File: config.mk
export PLATFORM = sky130hd
export DESIGN_NAME = lks_cell
export DESIGN_NICKNAME = d
export VERILOG_FILES = /design/src/rtl/core/lru_key_set_defines.svh /design/src/rtl/core/lks_pkg.sv /design/src/rtl/core/lks_cell.sv
export SDC_FILE = /design/constraint.sdc
export NUM_CORES = 1
export LEC_CHECK = 0
export BUFFER_PORTS_ARGS = -buffer_cell sky130_fd_sc_hd__buf_2
export CAP_MARGIN = 20
export CELL_PAD_IN_SITES_DETAIL_PLACEMENT = 1
export CELL_PAD_IN_SITES_GLOBAL_PLACEMENT = 2
export CORE_ASPECT_RATIO = 1.75
export CORE_MARGIN = 1.5
export CORE_UTILIZATION = 24
export DETAILED_ROUTE_END_ITERATION = 16
export PLACE_DENSITY_LB_ADDON = 0.2
export SLEW_MARGIN = 20
export SYNTH_ARGS = -nofsm -noshare
export SYNTH_HDL_FRONTEND = slang
export SYNTH_SLANG_ARGS = --single-unit
File: constraint.sdc
create_clock -name clk_i -period 2 [get_ports clk_i]
set_clock_uncertainty 0.1 [all_clocks]
set_input_delay 0.3 -clock clk_i [delete_from_list [all_inputs] [get_ports clk_i]]
set_output_delay 0.3 -clock clk_i [all_outputs]
set_load 0.005 [all_outputs]
File: src/rtl/core/lru_key_set_defines.svh
// Assertion macros shared by the LRU key set RTL.
// Each macro expects clk_i and rst_ni in the scope where it is used.
`ifndef LRU_KEY_SET_DEFINES_SVH
`define LRU_KEY_SET_DEFINES_SVH

// Same-cycle implication, checked outside reset.
`define LKS_ASSERT_IMPL(label, ante, cons) \
  label: assert property (@(posedge clk_i) disable iff (!rst_ni) (ante) |-> (cons)) \
    else $error("lru_key_set: same-cycle check failed");

// Next-cycle implication, checked outside reset.
`define LKS_ASSERT_NEXT(label, ante, cons) \
  label: assert property (@(posedge clk_i) disable iff (!rst_ni) (ante) |=> (cons)) \
    else $error("lru_key_set: next-cycle check failed");

`endif

File: src/rtl/core/lks_pkg.sv
// Shared types, constants and elaboration helpers for the LRU key set.
// No dependencies; used by lks_cell, lks_hit_tree and lru_key_set.
package lks_pkg;

  localparam int unsigned ENTRIES_DEF  = 512;
  localparam int unsigned KEY_BITS_DEF = 32;
  localparam int unsigned CAP_W        = 10;
  localparam logic [CAP_W-1:0] CAP_RESET = 10'd512;
  localparam int unsigned TREE_FANIN   = 8;

  // Per-cell control: load latches a key compare, shift takes the neighbor's entry.
  typedef struct packed {
    logic load;
    logic shift;
  } cell_ctl_t;

  // Number of nodes at a given level of a fanin-8 reduction over n leaves.
  function automatic int unsigned level_nodes(int unsigned n, int unsigned lvl);
    int unsigned cnt;
    cnt = n;
    for (int unsigned l = 0; l < lvl; l++) begin
      cnt = (cnt + TREE_FANIN - 1) / TREE_FANIN;
    end
    return cnt;
  endfunction

  // Levels of a fanin-8 tree needed to reduce n leaves to one node.
  function automatic int unsigned clog8(int unsigned n);
    int unsigned cnt;
    int unsigned lvl;
    cnt = n;
    lvl = 0;
    while (cnt > 1) begin
      cnt = (cnt + TREE_FANIN - 1) / TREE_FANIN;
      lvl++;
    end
    return lvl;
  endfunction

endpackage

File: src/rtl/core/lks_cell.sv
// One recency-ordered slot of the LRU key set: key, valid and a compare flag.
// Depends on lks_pkg for the cell control struct.
module lks_cell import lks_pkg::*; #(
  parameter int unsigned KEY_BITS = KEY_BITS_DEF
) (
  input  logic                clk_i,
  input  logic                rst_ni,
  input  cell_ctl_t           ctl_i,
  input  logic [KEY_BITS-1:0] cmp_key_i,
  input  logic [KEY_BITS-1:0] prev_key_i,
  input  logic                prev_valid_i,
  output logic [KEY_BITS-1:0] key_o,
  output logic                valid_o,
  output logic                match_o
);

  logic [KEY_BITS-1:0] key_q;
  logic                valid_q;
  logic                match_q;

  always_ff @(posedge clk_i or negedge rst_ni) begin
    if (!rst_ni) begin
      valid_q <= 1'b0;
      match_q <= 1'b0;
    end else begin
      if (ctl_i.shift) begin
        valid_q <= prev_valid_i;
      end
      if (ctl_i.load) begin
        match_q <= valid_q && (key_q == cmp_key_i);
      end
    end
  end

  always_ff @(posedge clk_i) begin
    if (ctl_i.shift) begin
      key_q <= prev_key_i;
    end
  end

  assign key_o   = key_q;
  assign valid_o = valid_q;
  assign match_o = match_q;

endmodule

==> flow_summary_export.csv <==
group,metric,value,unit
critical_path,reg2reg_depth,5,
finish,final_cell_mix,"102 x buf_2, 32 x edfxtp_1, 20 x xor2_1",
min_path,hp-class,"input pin to register",
critical_path,critical_path_class,"register to register",
power_and_ir_drop,p_leak,0.939,nW
critical_path,timing.rr.end,"match_o",
detailed_routing,viasPerCell,4.08,
grt,grt_pass1_vias,1275,
sta,tightest_slew,0.444,ns
grt,grt-busiest-layer,"met2",
power_and_ir_drop,p_total,1.61,mW
clocking,cts_tree,"yes",
logic_synthesis,synth-seq-cells,34,
finish,stdcell_area,0.00215,mm2
sta,fmaxAchievable,544,MHz
critical_path,cp.arrival,1.94,ns
critical_path,worstPathRequired,2.10,ns
logic_synthesis,synth_area,0.00139,mm2
sta,rsz0062_at_grt,"no",
place,dp.cells,261,
run_status,status,"finished clean",
clocking,clock_latency,0.28,ns
logic_synthesis,synthDistinctLibCells,11,
critical_path,rrSetupSlack,0.16,ns
finish,fin_nets,263,
detailed_routing,initialDrtViolationCount,21,
floorplanning,die_area,0.00626,mm2
finish,area_growth,54.8,%
sta,period_needed,1.84,ns
job,cap_viol_max_count,0,
floorplanning,core.rowCount,36,
finish,layout_commonest_cell,"buf_2",
floorplanning,die_w,60.5,um
min_path,holdPathStages,1,
grt,grt_max_degree,19,
sta,slew_violations,0,
grt,grt_pass1_wl,5.71,mm
critical_path,crit_path_max_fanout,2,
detailed_routing,drc,0,
floorplanning,core_area,0.00559,mm2
critical_path,crit_start,"key_o[30]",
clocking,cts_sinks,34,
clocking,cts-buffers-inserted,5,
finish,drive_gt1_share,60.3,%
power_and_ir_drop,powerDensity,749,mW/mm2
clocking,h-tree-depth,2,
detailed_routing,vias,1102,
critical_path,r2r-start,"key_o[30]",
clocking,clk_pin_slew,0.07,ns
critical_path,endpoint_kind,"register",
finish,antennaDiodeCount,0,
logic_synthesis,synth_top_area_share,69.3,%
place,dp_hpwl,3.23,mm
detailed_routing,wl_per_cell,14.2,um
detailed_routing,ant_nets,0,
sta,setup_viol,0,
sta,period_share,91.9,%
min_path,hold_end,"key_o[4]",
place,globalplace.congestion,0.658,
place,numPortBuffers,102,
finish,layoutNonFillerInstCount,270,
logic_synthesis,ys_seq_area_share,72.9,%
logic_synthesis,synth_nets,149,
floorplanning,die_y,104,um
floorplanning,io_pins,103,
sta,hold_viol,0,
clocking,clock_path_buffers,2,
floorplanning,initial_utilization,24.8,%
clocking,cts-root-buf,"clkbuf_8",
detailed_routing,firstDrtPassIters,3,
grt,use_met2,25.1,%
logic_synthesis,syn_inst,80,
logic_synthesis,avgSynthCellArea,17.3,um2
power_and_ir_drop,ir_drop,0.347,mV
critical_path,critPathLaunchType,"register",
sta,slew_headroom,70.4,%
min_path,hp-start,"prev_key_i[4]",
grt,grt_util_all_layers,12.6,%
logic_synthesis,synth_largest_area_cell,"edfxtp_1",
place,post_dp_cell_area,0.00203,mm2
logic_synthesis,yosys-top-cells-area,"edfxtp_1 69%, xor2_1 13%, xnor2_1 7.6%, dfrtp_1 3.6%, nor4_1 2.3%",
detailed_routing,routed_wl,3.83,mm
grt,grt.overflow.total,0,
grt,grtUsageMet1,9.92,%
grt,grt_use_met3,3.50,%
logic_synthesis,yosysWarnings,0,
grt,antenna_found_initial,0,
[routing by layer]
layer,vias up,part of all wire [%]
li1,521,-
met2,59,61
met4,0,2.8
met5,-,0
met1,514,28
met3,8,7.6
[sequential cells by signal (all words and copies together), names as in the netlist]
| signal | count |
|---|---|
| key_o | 32 |
| valid_o | 1 |
| match_o | 1 |
[synthesized netlist by cell type (all sizes together)]
cell and instances:
nor4 5, xnor2 12, edfxtp 32, dfrtp 2, or4 1, xor2 20, nand4 4, o22ai 1
mux2 1, nand3 1, inv 1
[per-stage QoR]
| step | utilization (%) | hold WS [ns] | setup WS [ns] | TNS [ns] |
|---|---|---|---|---|
| floorplan | - | -0.0956 | 0.295 | 0 |
| global placement | 36.3 | -0.00961 | -0.0240 | -0.0240 |
| detailed placement | 36.3 | -0.00326 | -0.0283 | -0.0283 |
| CTS | 38.3 | 0.0800 | 0.0250 | 0 |
| global route | 38.5 | 0.0770 | 0.0123 | 0 |
| finish | 38.5 | 0.0894 | 0.162 | 0 |
[where the power goes]
| part | switching (mW) | leakage (nW) | total [mW] | internal, mW |
|---|---|---|---|---|
| Clock | 0.221 | 0.0443 | 0.493 | 0.273 |
| Combinational | 0.102 | 0.556 | 0.237 | 0.136 |
| Sequential | 0.0348 | 0.339 | 0.877 | 0.843 |
| Total | 0.357 | 0.939 | 1.61 | 1.25 |
[how the worst max path moves through the flow]
| stage | endpoint | slack, ns | cells after the start |
|---|---|---|---|
| after global routing | match_o | 0.01 | 5 |
| after detailed placement | match_o | -0.03 | 7 |
| final | match_o | 0.16 | 5 |
| after global placement | match_o | -0.02 | 7 |
| after CTS | match_o | 0.02 | 6 |
| after floorplan | match_o | 0.30 | 5 |
[critical path, stage by stage (launching register included)]
cell and delay [ns]:
edfxtp_1 0.39, xor2_1 0.15, nor4_1 0.33, nand4_1 0.16
or4_4 0.53, o22ai_2 0.09
[what timing repair did]
action                     in CTS  in global routing
setup buffers                   0                  1
resized for setup               2                  1
hold endpoints to repair        2                  0
hold buffers                    1                  0
setup endpoints to repair       1                  1
pin swaps                       0                  3
[cells by family (layout without fill, tap and decap cells)]
group           count (synthesis)  count (layout)  synth area share, %
compound gates                  1               1                0.902
mux                             1               1                0.811
flops                          34              34                 72.9
buf+inv                         1             115                0.270
simple gates                   11              11                 4.96
xor+xnor                       32              32                 20.2
[area by class of cell]
type,count,area (um2)
clock buffer,7,86.3
fill,660,3440
inverter,1,3.75
multi-input combinational,45,389
sequential,34,1010
tap,76,95.1
timing repair buffer,107,563
Note: power is estimated with default switching activity, not from simulation.
