--- config.mk ---
export PLATFORM = sky130hd
export DESIGN_NAME = lks_hit_tree
export DESIGN_NICKNAME = d
export VERILOG_FILES = /design/src/rtl/core/lru_key_set_defines.svh /design/src/rtl/core/lks_pkg.sv /design/src/rtl/core/lks_hit_tree.sv
export SDC_FILE = /design/constraint.sdc
export NUM_CORES = 1
export LEC_CHECK = 0
export BUFFER_PORTS_ARGS = -buffer_cell sky130_fd_sc_hd__buf_4
export CAP_MARGIN = 10
export CELL_PAD_IN_SITES_DETAIL_PLACEMENT = 0
export CELL_PAD_IN_SITES_GLOBAL_PLACEMENT = 2
export CORE_AREA = 2 2 206 208
export CTS_CLUSTER_DIAMETER = 80
export DETAILED_ROUTE_END_ITERATION = 10
export DIE_AREA = 0 0 208 210
export PLACE_DENSITY = 0.71
export SETUP_SLACK_MARGIN = 0.02
export SLEW_MARGIN = 30
export SYNTH_ARGS = -nofsm -noshare
export SYNTH_HDL_FRONTEND = slang
export SYNTH_SLANG_ARGS = --single-unit
--- constraint.sdc ---
create_clock -name clk_i -period 2.2 [get_ports clk_i]
set_input_delay 0.44 -clock clk_i [delete_from_list [all_inputs] [get_ports clk_i]]
set_output_delay 0.44 -clock clk_i [all_outputs]
set_load 0.03 [all_outputs]
--- src/rtl/core/lru_key_set_defines.svh ---
// Assertion macros shared by the LRU key set RTL.
// Each macro expects clk_i and rst_ni in the scope where it is used.
`ifndef LRU_KEY_SET_DEFINES_SVH
`define LRU_KEY_SET_DEFINES_SVH

// Same-cycle implication, checked outside reset.
`define LKS_ASSERT_IMPL(label, ante, cons) \
  label: assert property (@(posedge clk_i) disable iff (!rst_ni) (ante) |-> (cons)) \
    else $error("lru_key_set: same-cycle check failed");

// Next-cycle implication, checked outside reset.
`define LKS_ASSERT_NEXT(label, ante, cons) \
  label: assert property (@(posedge clk_i) disable iff (!rst_ni) (ante) |=> (cons)) \
    else $error("lru_key_set: next-cycle check failed");

`endif

--- src/rtl/core/lks_pkg.sv ---
// Shared types, constants and elaboration helpers for the LRU key set.
// No dependencies; used by lks_cell, lks_hit_tree and lru_key_set.
package lks_pkg;

  localparam int unsigned ENTRIES_DEF  = 512;
  localparam int unsigned KEY_BITS_DEF = 32;
  localparam int unsigned CAP_W        = 10;
  localparam logic [CAP_W-1:0] CAP_RESET = 10'd512;
  localparam int unsigned TREE_FANIN   = 8;

  // Per-cell control: load latches a key compare, shift takes the neighbor's entry.
  typedef struct packed {
    logic load;
    logic shift;
  } cell_ctl_t;

  // Number of nodes at a given level of a fanin-8 reduction over n leaves.
  function automatic int unsigned level_nodes(int unsigned n, int unsigned lvl);
    int unsigned cnt;
    cnt = n;
    for (int unsigned l = 0; l < lvl; l++) begin
      cnt = (cnt + TREE_FANIN - 1) / TREE_FANIN;
    end
    return cnt;
  endfunction

  // Levels of a fanin-8 tree needed to reduce n leaves to one node.
  function automatic int unsigned clog8(int unsigned n);
    int unsigned cnt;
    int unsigned lvl;
    cnt = n;
    lvl = 0;
    while (cnt > 1) begin
      cnt = (cnt + TREE_FANIN - 1) / TREE_FANIN;
      lvl++;
    end
    return lvl;
  endfunction

endpackage

--- src/rtl/core/lks_hit_tree.sv ---
// Registered fanin-8 OR tree turning the one-hot cell match vector into hit + index.
// Depends on lks_pkg for the tree sizing helpers.
module lks_hit_tree import lks_pkg::*; #(
  parameter int unsigned ENTRIES = ENTRIES_DEF,
  localparam int unsigned IDX_W  = $clog2(ENTRIES)
) (
  input  logic               clk_i,
  input  logic [ENTRIES-1:0] match_i,
  output logic               hit_o,
  output logic [IDX_W-1:0]   idx_o
);

  localparam int unsigned LEVELS = clog8(ENTRIES);
  localparam int unsigned NODES1 = level_nodes(ENTRIES, 1);

  logic             tree_hit_q [LEVELS][NODES1];
  logic [IDX_W-1:0] tree_idx_q [LEVELS][NODES1];

  // Matches are one-hot, so OR-ing the leaf positions yields the matching index.
  for (genvar l = 0; l < LEVELS; l++) begin : g_lvl
    localparam int unsigned CHILDREN = level_nodes(ENTRIES, l);
    localparam int unsigned NODES    = level_nodes(ENTRIES, l + 1);

    logic             node_hit [NODES1];
    logic [IDX_W-1:0] node_idx [NODES1];

    if (l == 0) begin : g_leaf
      always_comb begin
        for (int k = 0; k < NODES1; k++) begin
          node_hit[k] = 1'b0;
          node_idx[k] = '0;
          for (int c = 0; c < TREE_FANIN; c++) begin
            if (k * TREE_FANIN + c < CHILDREN) begin
              node_hit[k] = node_hit[k] | match_i[k * TREE_FANIN + c];
              node_idx[k] = node_idx[k] |
                  (match_i[k * TREE_FANIN + c] ? IDX_W'(k * TREE_FANIN + c) : '0);
            end
          end
        end
      end
    end else begin : g_inner
      always_comb begin
        for (int k = 0; k < NODES1; k++) begin
          node_hit[k] = 1'b0;
          node_idx[k] = '0;
          if (k < NODES) begin
            for (int c = 0; c < TREE_FANIN; c++) begin
              if (k * TREE_FANIN + c < CHILDREN) begin
                node_hit[k] = node_hit[k] | tree_hit_q[l-1][k * TREE_FANIN + c];
                node_idx[k] = node_idx[k] | tree_idx_q[l-1][k * TREE_FANIN + c];
              end
            end
          end
        end
      end
    end

    always_ff @(posedge clk_i) begin
      for (int k = 0; k < NODES1; k++) begin
        tree_hit_q[l][k] <= node_hit[k];
        tree_idx_q[l][k] <= node_idx[k];
      end
    end
  end

  assign hit_o = tree_hit_q[LEVELS-1][0];
  assign idx_o = tree_idx_q[LEVELS-1][0];

endmodule

==> metrics, run 1 <==
Non-Filler Instances approximately 1.9k; # H-tree levels 2; WP depth 1; CP bufs+invs 1; die height 210 microns; insertion delay to the later sink of the worst-skew pair 0.53 ns; DIE AREA 0.0437 sq mm; setup_tns 0 ns; gpl congestion 0.890; dpl hpwl 30900 microns; most frequent cells in the layout 524 x buf_4, 322 x dfxtp_1, 143 x or4_1; via count approximately 8.6k; Slew @ Worst Pin 0.802 ns; CTS clk-pin slew, worst paths 0.06 ns; DRC viols 0; Antenna diodes 0; Cell variety after synth 7; r2r setup slk 0.89 ns; initial antenna violation count 1; Critical Setup Path Class flip-flop to output pin; Mapped Area 0.0103 sq mm; CP max stage delay 0.36 ns; CP required 1.76 ns; Hold Crit Depth 2; achievable frequency roughly 660 MHz; Cell Area, Placed about 0.015 sq mm; largest net degree at the start of global routing 15; max-cap violations 0; routed len/inst 19.2 microns; slowest CP cell dfxtp_1; final instance area around 0.016 sq mm; Reg2Reg Launch Point tree_idx_q[1][529]; initial drt markers 224; first-pass GRT wire length around 54000 microns; Startpoint Class flip-flop; Slew Viols, Final 0; router iterations before antenna repair 4; P per Cell Area 791 mW/mm^2; post-synthesis sequential area ratio 62.5%; CTS sink cnt 322; fin crit share 68.4%; nets approximately 1.9k; Setup-failing EPs final 0; CTS root buffer clkbuf_16; crit end category output pin; CTS Buf Count 36; Core Region 0.0415 sq mm; overall global routing resource usage 16.2%; Avg Cell Area, Syn ~13 sq um; Antenna Nets Post-Route 0; DP Cell Count 1840; worst-path cell chain buf_4; drt via density 4.49; Period minus WS final around 1.5 ns; skew final 0.0141 ns; Synth Register Bits 322; arrival time worst endpoint 1.06 ns; Final Hold Fails 0; I/O pins 523; Port Buffers 522; Syn. warnings 0; Worst R2R End tree_idx_q[2][538]; cells after synthesis 777; LEAKAGE 6.78 nW; CTS tree built; GRT overflow 0; row cnt 75; hold buffers post-CTS 0; worst r2r path cells 2; Initial Util 24.9%; worst rel slew slack 46.0%; clock tree buffer depth 3; most common cell after layout, fill and taps aside buf_4; total wire length between 30000 and 40000 microns; Critical Path End idx_o[0]; RSZ-0062 raised after global routing false; # resized after CTS 0; status complete, no violations; crit path max fanout 1; area added between synthesis and finish 55.7%; WHS around 0.11 ns; vias in the first global route 9291; # fillers 4070; layout cells sized above 1 ~53%; worst hold path type primary input to flip-flop; total power 12.7 mW; Mapped Nets 1290; peak supply drop 0.303 mV; cell family with most CP delay flip-flops; number of post-CTS setup repair buffers 0; crit path launch tree_idx_q[2][535]; die width 208 microns
-- per-layer routing --
layer	vias up	wire length (microns)	track usage, %	share of wire [%]
met3	55	2700	4.28	7.4
met1	3909	14100	18.2	39
met5	-	0	0	0
met4	0	869	5.06	2.4
met2	365	18900	29.9	52
li1	4223	-	-	-
-- layout make-up --
class / count / area [sq um] / area share [%]
sequential: 322 / 6450 / 40.1
timing repair buffer: 524 / 3930 / 24.5
clock buffer: 51 / 1050 / 6.53
clock inverter: 12 / 91.3 / 0.569
multi-input combinational: 455 / 3870 / 24.1
tap: 539 / 674 / 4.20
-- cell families (layout without fill, tap and decap cells) --
group / Yosys count / after routing / share of synthesized area (%)
buffers and inverters: 0 / 587 / 0
flip-flops: 322 / 322 / 62.5
AND/OR/NAND/NOR: 455 / 455 / 37.5
-- flip-flops by register name, summed over array words and instances, names as in the netlist --
register and cells:
tree_hit_q 46, tree_idx_q 276
-- metrics by stage --
stage               setup WS (ns)  utilization (%)
CTS                         0.611             38.7
global placement            0.726             36.0
global route                0.627             38.7
detailed placement          0.744             36.0
finish                      0.695             38.7
floorplan                   0.984                -
-- cells in the mapped netlist (all sizes together) --
master    n  area (sq um)
dfxtp   322          6450
or4     219          1920
nor4    133           832
nand2b   73          1000
nand2    30           113
-- power by group --
part	total, mW	internal, mW	switching [mW]
sequential	5.96	5.93	0.0334
clock	5.73	3.43	2.30
combinational	1.02	0.690	0.326
-- worst min path at each step --
stage	endpoint	slack, ns	from
after floorplan	tree_idx_q[1][472]	0.39	tree_idx_q[0][0]
after global placement	tree_idx_q[1][528]	0.41	tree_idx_q[0][418]
after detailed placement	tree_idx_q[2][537]	0.41	tree_idx_q[1][501]
after CTS	tree_idx_q[0][243]	0.07	match_i[289]
after global routing	tree_idx_q[0][490]	0.08	match_i[41]
final	tree_idx_q[0][144]	0.11	match_i[377]
(Power assumes the default switching activity.)
==> run 2: changes to the inputs <==
--- a/config.mk
+++ b/config.mk
@@ -9,10 +9,10 @@
 export CAP_MARGIN = 10
 export CELL_PAD_IN_SITES_DETAIL_PLACEMENT = 0
 export CELL_PAD_IN_SITES_GLOBAL_PLACEMENT = 2
-export CORE_AREA = 2 2 206 208
+export CORE_AREA = 2 2 205 207
 export CTS_CLUSTER_DIAMETER = 80
 export DETAILED_ROUTE_END_ITERATION = 10
-export DIE_AREA = 0 0 208 210
+export DIE_AREA = 0 0 207 209
 export PLACE_DENSITY = 0.71
 export SETUP_SLACK_MARGIN = 0.02
 export SLEW_MARGIN = 30
==> constraint.sdc (replaced) <==
create_clock -name clk_i -period 1.5 [get_ports clk_i]
set_input_delay 0.3 -clock clk_i [delete_from_list [all_inputs] [get_ports clk_i]]
set_output_delay 0.3 -clock clk_i [all_outputs]
set_load 0.03 [all_outputs]
==> run 2 against run 1 <==
  * Total power up 52%
  * Critical endpoint unchanged
  * Die area down 0.95%
  * Combinational power increased by 130%
  * Via count up 19%
  * Highest routed layer unchanged
==> metrics, run 2 (synthesis gave the netlist of run 1 again) <==
CTS sink cnt 322 (unchanged); cell family with most CP delay flip-flops; LEAKAGE 8.52 nW (+26%); Antenna Nets Post-Route 0 (unchanged); max reg flops 276 (unchanged); Critical Setup Path Class flip-flop to output pin; max-cap violations 0 (unchanged); CTS root buffer clkbuf_16; RSZ-0062 raised after global routing false; via count 10.2k (+19%); CP required 1.20 ns (-0.56 ns); router iterations before antenna repair 4 (unchanged); nets 2265 (+22%); first-pass GRT wire length 62800 microns (+17%); total wire length 41400 microns (+13%); crit end category output pin; initial antenna violation count 2 (+1); CTS Buf Count 37 (+2.8%); die height 209 microns (-0.48%); DRC viols 0 (unchanged); peak supply drop 0.532 mV (+76%); skew final 0.0121 ns (-0.00196 ns); vias in the first global route 11.6k (+25%); worst-path cell chain buf_4; Largest Register tree_idx_q; fin crit share 90.2%; insertion delay to the later sink of the worst-skew pair 0.51 ns (-0.02 ns); drt via density 4.40 (-2.1%); total power 19.3 mW (+52%); achievable frequency about 740 MHz; initial drt markers 415 (+85%); Combinational Power Share 12.3% (+4.3 points); area added between synthesis and finish 94.3%; Non-Filler Instances 2316 (+22%); worst rel slew slack 46.9% (+0.85 points); NetSw 4.03 mW (+52%); P per Cell Area 961 mW/mm^2 (+21%); Seq pwr share 45.4% (-1.5 points); routed len/inst 17.9 microns (-7.0%); die width 207 microns (-0.48%); biggest regs tree_idx_q x276, tree_hit_q x46; worst hold path type primary input to flip-flop; arrival time worst endpoint 1.05 ns (about the same); number of post-CTS setup repair buffers 0 (unchanged); dpl hpwl 31200 microns (+0.71%); GRT overflow 0 (unchanged); Startpoint Class flip-flop; internal power 15.2 mW (+51%); most common cell after layout, fill and taps aside buf_4; setup_tns 0 ns (unchanged); Port Buffers 522 (unchanged); clock network fraction of design power 42.3% (-2.8 points); Core Region 0.0413 sq mm (-0.45%); Final Hold Fails 0 (unchanged); Initial Util 25.0% (+0.11 points); CTS tree built; DP Cell Count 1881 (+2.2%); Setup-failing EPs final 0 (unchanged); gpl congestion 0.908 (+2.0%); layout cells sized above 1 43.0% (-10 points); # H-tree levels 2 (unchanged); CP max stage delay 0.37 ns (about the same); largest net degree at the start of global routing 14 (-1); Slew Viols, Final 0 (unchanged); Period minus WS final 1.35 ns; DIE AREA 0.0433 sq mm (-0.95%); CTS clk-pin slew, worst paths 0.05 ns (about the same); I/O pins 523 (unchanged); slowest CP cell dfxtp_1; most frequent cells in the layout 565 x buf_4, 371 x dlygate4sd3_1, 322 x dfxtp_1; overall global routing resource usage 18.7% (+2.5 points); row cnt 75 (unchanged); switching portion of total power 20.9% (+0.027 points); clock tree buffer depth 3 (unchanged); crit path max fanout 1 (unchanged); Slew @ Worst Pin 0.790 ns (-0.0126 ns); CP bufs+invs 1 (unchanged); status complete, no violations
==> run 2: area by class of cell <==
| class | instances | area (sq um) |
|---|---|---|
| well taps | 539 | 674 |
| clock inverters | 10 | 81.3 |
| clock buffers | 52 | 1010 |
| multi-input cells | 455 | 3870 |
| fillers | 3681 | 21200 |
| diodes | 2 | 5.00 |
| flip-flops and latches | 322 | 6450 |
| repair buffers | 936 | 7960 |
==> run 2: path summary, 6_finish.rpt <==
kind	slack [ns]	from	cells past startpoint	end
setup / recovery	0.15	tree_idx_q[2][535]	1	idx_o[0]
hold / removal	0.02	match_i[87]	2	tree_idx_q[0][451]
setup reg to reg	0.32	tree_hit_q[0][24]	2	tree_hit_q[1][59]
hold reg to reg	0.41	tree_idx_q[0][109]	2	tree_idx_q[1][482]
==> run 2: repair_timing <==
item | in CTS | in global routing
hold endpoints to repair | 171 | 1
endpoints found under the setup margin | 0 | 0
gates resized for setup | 0 | 0
hold buffers | 370 | 1
==> run 2: metrics by stage <==
| step | worst slack (ns) | hold slack, ns | util (%) | instance area, sq um |
|---|---|---|---|---|
| 5_1_grt | 0.0709 | 0.000695 | 48.5 | 20000 |
| 2_1_floorplan | 0.424 | 0.388 | - | 10300 |
| 4_1_cts | 0.0631 | 0.00000866 | 48.5 | 20000 |
| 3_5_place_dp | 0.221 | 0.402 | 36.9 | 15200 |
| 3_3_place_gp | 0.179 | 0.408 | 36.9 | 15200 |
| 6_report | 0.147 | 0.0199 | 48.5 | 20000 |
==> run 2: routing by layer <==
metal	track usage [%]	part of all wire (%)	vias to the layer above
met3	4.52	6.7	66
li1	-	-	5045
met5	0	0	-
met1	20.4	38	4655
met2	34.9	52	427
met4	6.85	3.0	0
==> run 2: power by group through the flow <==
stage                     logic (mW)  clock network, mW  registers (mW)
after floorplan                0.235                  0            8.91
after global placement          1.51                  0            8.94
after detailed placement        1.53                  0            8.94
after CTS                       2.33               8.43            8.75
after global routing            2.52               8.81            8.76
final                           2.37               8.14            8.75
==> run 3: changes to the inputs <==
--- a/config.mk
+++ b/config.mk
@@ -5,15 +5,16 @@
 export SDC_FILE = /design/constraint.sdc
 export NUM_CORES = 1
 export LEC_CHECK = 0
+export ABC_AREA = 1
 export BUFFER_PORTS_ARGS = -buffer_cell sky130_fd_sc_hd__buf_4
 export CAP_MARGIN = 10
 export CELL_PAD_IN_SITES_DETAIL_PLACEMENT = 0
 export CELL_PAD_IN_SITES_GLOBAL_PLACEMENT = 2
-export CORE_AREA = 2 2 205 207
+export CORE_MARGIN = 2
+export CORE_UTILIZATION = 25
 export CTS_CLUSTER_DIAMETER = 80
 export DETAILED_ROUTE_END_ITERATION = 10
-export DIE_AREA = 0 0 207 209
-export PLACE_DENSITY = 0.71
+export PLACE_DENSITY = 0.78
 export SETUP_SLACK_MARGIN = 0.02
 export SLEW_MARGIN = 30
 export SYNTH_ARGS = -nofsm -noshare
==> run 3 against run 2 <==
  * Hold slack better by 0.014 ns
  * Via count is 35% higher
  * Global-route usage is 3.3 points lower
  * Setup slack worse by 0.049 ns
  * Design area is 12% higher
  * Die area is 31% higher
  * Largest cell class unchanged
  * Largest power group is now the clock network
==> metrics, run 3 <==
status complete, no violations; layout cells sized above 1 24.4% (-19 points); arrival time worst endpoint 1.83 ns (+0.78 ns); # H-tree levels 2 (unchanged); WHS 0.0338 ns (+0.0138 ns); vias in the first global route 14.6k (+26%); Port Buffers 522 (unchanged); DIE AREA 0.0566 sq mm (+31%); die height 238 microns (+14%); I/O pins 523 (unchanged); CTS sink cnt 322 (unchanged); number of synthesized flops with an enable pin 0 (unchanged); Hold Crit Depth 5 (+3); Mapped Area 0.0137 sq mm (+33%); Antenna Nets Post-Route 0 (unchanged); initial antenna violation count 4 (+2); crit path max fanout 2 (+1); top_reg_cell synth dfxtp_1; Cell variety after synth 8 (+1); crit end category flip-flop; cells after synthesis 2086 (+170%); sequential cell area 0.00645 sq mm (about the same); GRT overflow 0 (unchanged); LEAKAGE 13.3 nW (+56%); skew final 0.0127 ns (+0.000563 ns); via count 13.7k (+35%); routed len/inst 12.1 microns (-33%); peak supply drop 0.584 mV (+9.8%); Largest Register tree_idx_q; Period minus WS final 1.40 ns (+0.0486 ns); WP depth 7 (+6); P per Cell Area 910 mW/mm^2 (-5.3%); Syn. warnings 0 (unchanged); Commonest cells post-synth 862 x inv_1, 490 x nand2_1, 322 x dfxtp_1; die width 238 microns (+15%); Mapped Nets 2599 (+100%); share of the synthesized area in the top cell type 47.1% (-15 points); initial drt markers 349 (-16%); worst rel slew slack 76.2% (+29 points); nets 3425 (+51%); RSZ-0062 raised after global routing false; most common cell after layout, fill and taps aside inv_1; overall global routing resource usage 15.4% (-3.3 points); clock tree buffer depth 3 (unchanged); total power 20.4 mW (+5.7%); total wire length 43800 microns (+5.9%); Initial Util 25.4% (+0.38 points); number of post-CTS setup repair buffers 0 (unchanged); Slew @ Worst Pin 0.355 ns (-0.434 ns); Startpoint Class primary input; r2r setup slk 0.48 ns (+0.16 ns); cell family with most CP delay buffers and inverters; row cnt 85 (+13%); worst r2r path cells 4 (+2); CP max stage delay 0.57 ns (+0.20 ns); DRC viols 0 (unchanged); FFs w/ async S/R, synth 0% (unchanged); first-pass GRT wire length 69200 microns (+10%); post-synthesis sequential area ratio 47.1% (-15 points); most frequent cells in the layout 862 x inv_1, 522 x buf_4, 490 x nand2_1; CTS clk-pin slew, worst paths 0.06 ns (about the same); fin crit share 93.4% (+3.2 points); drt via density 3.78 (-14%); worst-path cell chain dlygate4sd3_1 -> buf_4 -> inv_1 -> nand2_1 -> nor2_2 -> nand2_1 -> dlygate4sd3_1; multi-input logic area 0.00386 sq mm (-0.16%); router iterations before antenna repair 4 (unchanged); achievable frequency 713 MHz (-3.5%); top-count cell post-synth inv_1; max-cap violations 0 (unchanged); most area-hungry cell type in the Yosys netlist dfxtp_1; Final Hold Fails 0 (unchanged); CP bufs+invs 4 (+3); CTS root buffer clkbuf_16; CTS Buf Count 39 (+5.4%); insertion delay to the later sink of the worst-skew pair 0.54 ns (+0.03 ns); slowest CP cell dlygate4sd3_1; CP required 1.93 ns (+0.73 ns); # fillers 5729 (+56%); setup_tns 0 ns (unchanged); Area contributors post-synth dfxtp_1 47%, inv_1 24%, nand2_1 13%, nand4_1 6.7%, nor2_1 3.6%; Core Region 0.0539 sq mm (+31%); largest net degree at the start of global routing 13 (-1); Avg Cell Area, Syn 6.56 sq um (-51%); Setup-failing EPs final 0 (unchanged); area added between synthesis and finish 63.6%; Synth Register Bits 322 (unchanged); dpl hpwl 36700 microns (+18%); worst hold path type primary input to flip-flop; Slew Viols, Final 0 (unchanged); gpl congestion 0.849 (-6.4%); max reg flops 276 (unchanged); biggest regs tree_idx_q x276, tree_hit_q x46; Critical Setup Path Class primary input to flip-flop; CTS tree built
[run 3: final timing paths]
| check | start | endpoint |
|---|---|---|
| hold reg to reg | tree_hit_q[0][26] | tree_idx_q[1][502] |
| setup reg to reg | tree_idx_q[1][492] | tree_idx_q[2][537] |
| hold / removal | match_i[16] | tree_idx_q[0][521] |
| setup / recovery | match_i[254] | tree_hit_q[0][32] |
[run 3: worst register-to-register path, cell delays in order, from the launching register on]
cell,delay (ns)
dfxtp_1,0.30
inv_1,0.05
nand2_1,0.08
nor2_1,0.27
nand2_1,0.18
[run 3: cell type report]
type	count	area share, %
Sequential cell	322	28.8
Multi-Input combinational cell	867	17.3
Inverter	897	15.0
Antenna cell	2	0.0224
Clock buffer	55	5.13
Clock inverter	12	0.542
Tap cell	696	3.89
Timing Repair Buffer	785	29.3
[run 3: timing repair]
| item | 4_1_cts | 5_1_grt |
|---|---|---|
| setup endpoints to repair | 1 | 1 |
| resized for setup | 1 | 0 |
| pin swaps | 0 | 1 |
| endpoints found under the hold margin | 144 | 0 |
| hold buffers | 263 | 0 |
[run 3: cells by family after synthesis]
family	synth area share, %
buf+inv	24.6
flops	47.1
simple gates	28.3
[run 3: power breakdown]
| part | leakage (nW) | internal (mW) | total, mW | switching [mW] |
|---|---|---|---|---|
| logic | 10.0 | 1.45 | 2.37 | 0.924 |
| clock network | 0.620 | 5.66 | 9.25 | 3.59 |
| registers | 2.62 | 8.70 | 8.73 | 0.0356 |
[run 3: layer usage]
layer | GRT usage, % | wire [microns] | up-vias
li1 | - | - | 7353
met1 | 17.1 | 18000 | 5974
met2 | 28.6 | 21900 | 340
met3 | 3.68 | 2770 | 69
met4 | 5.18 | 1150 | 6
met5 | 0 | 34 | -
[run 3: metrics by stage]
step | cell area [sq um] | worst slack (ns) | util, % | instances
6_report | 22400 | 0.0983 | 41.5 | 3636
5_1_grt | 22400 | 0.0296 | 41.5 | 3635
4_1_cts | 22400 | 0.0844 | 41.5 | 3634
3_5_place_dp | 18500 | 0.389 | 34.2 | 3304
3_3_place_gp | 18500 | 0.402 | 34.2 | 3304
2_1_floorplan | 13700 | 0.741 | - | 2086
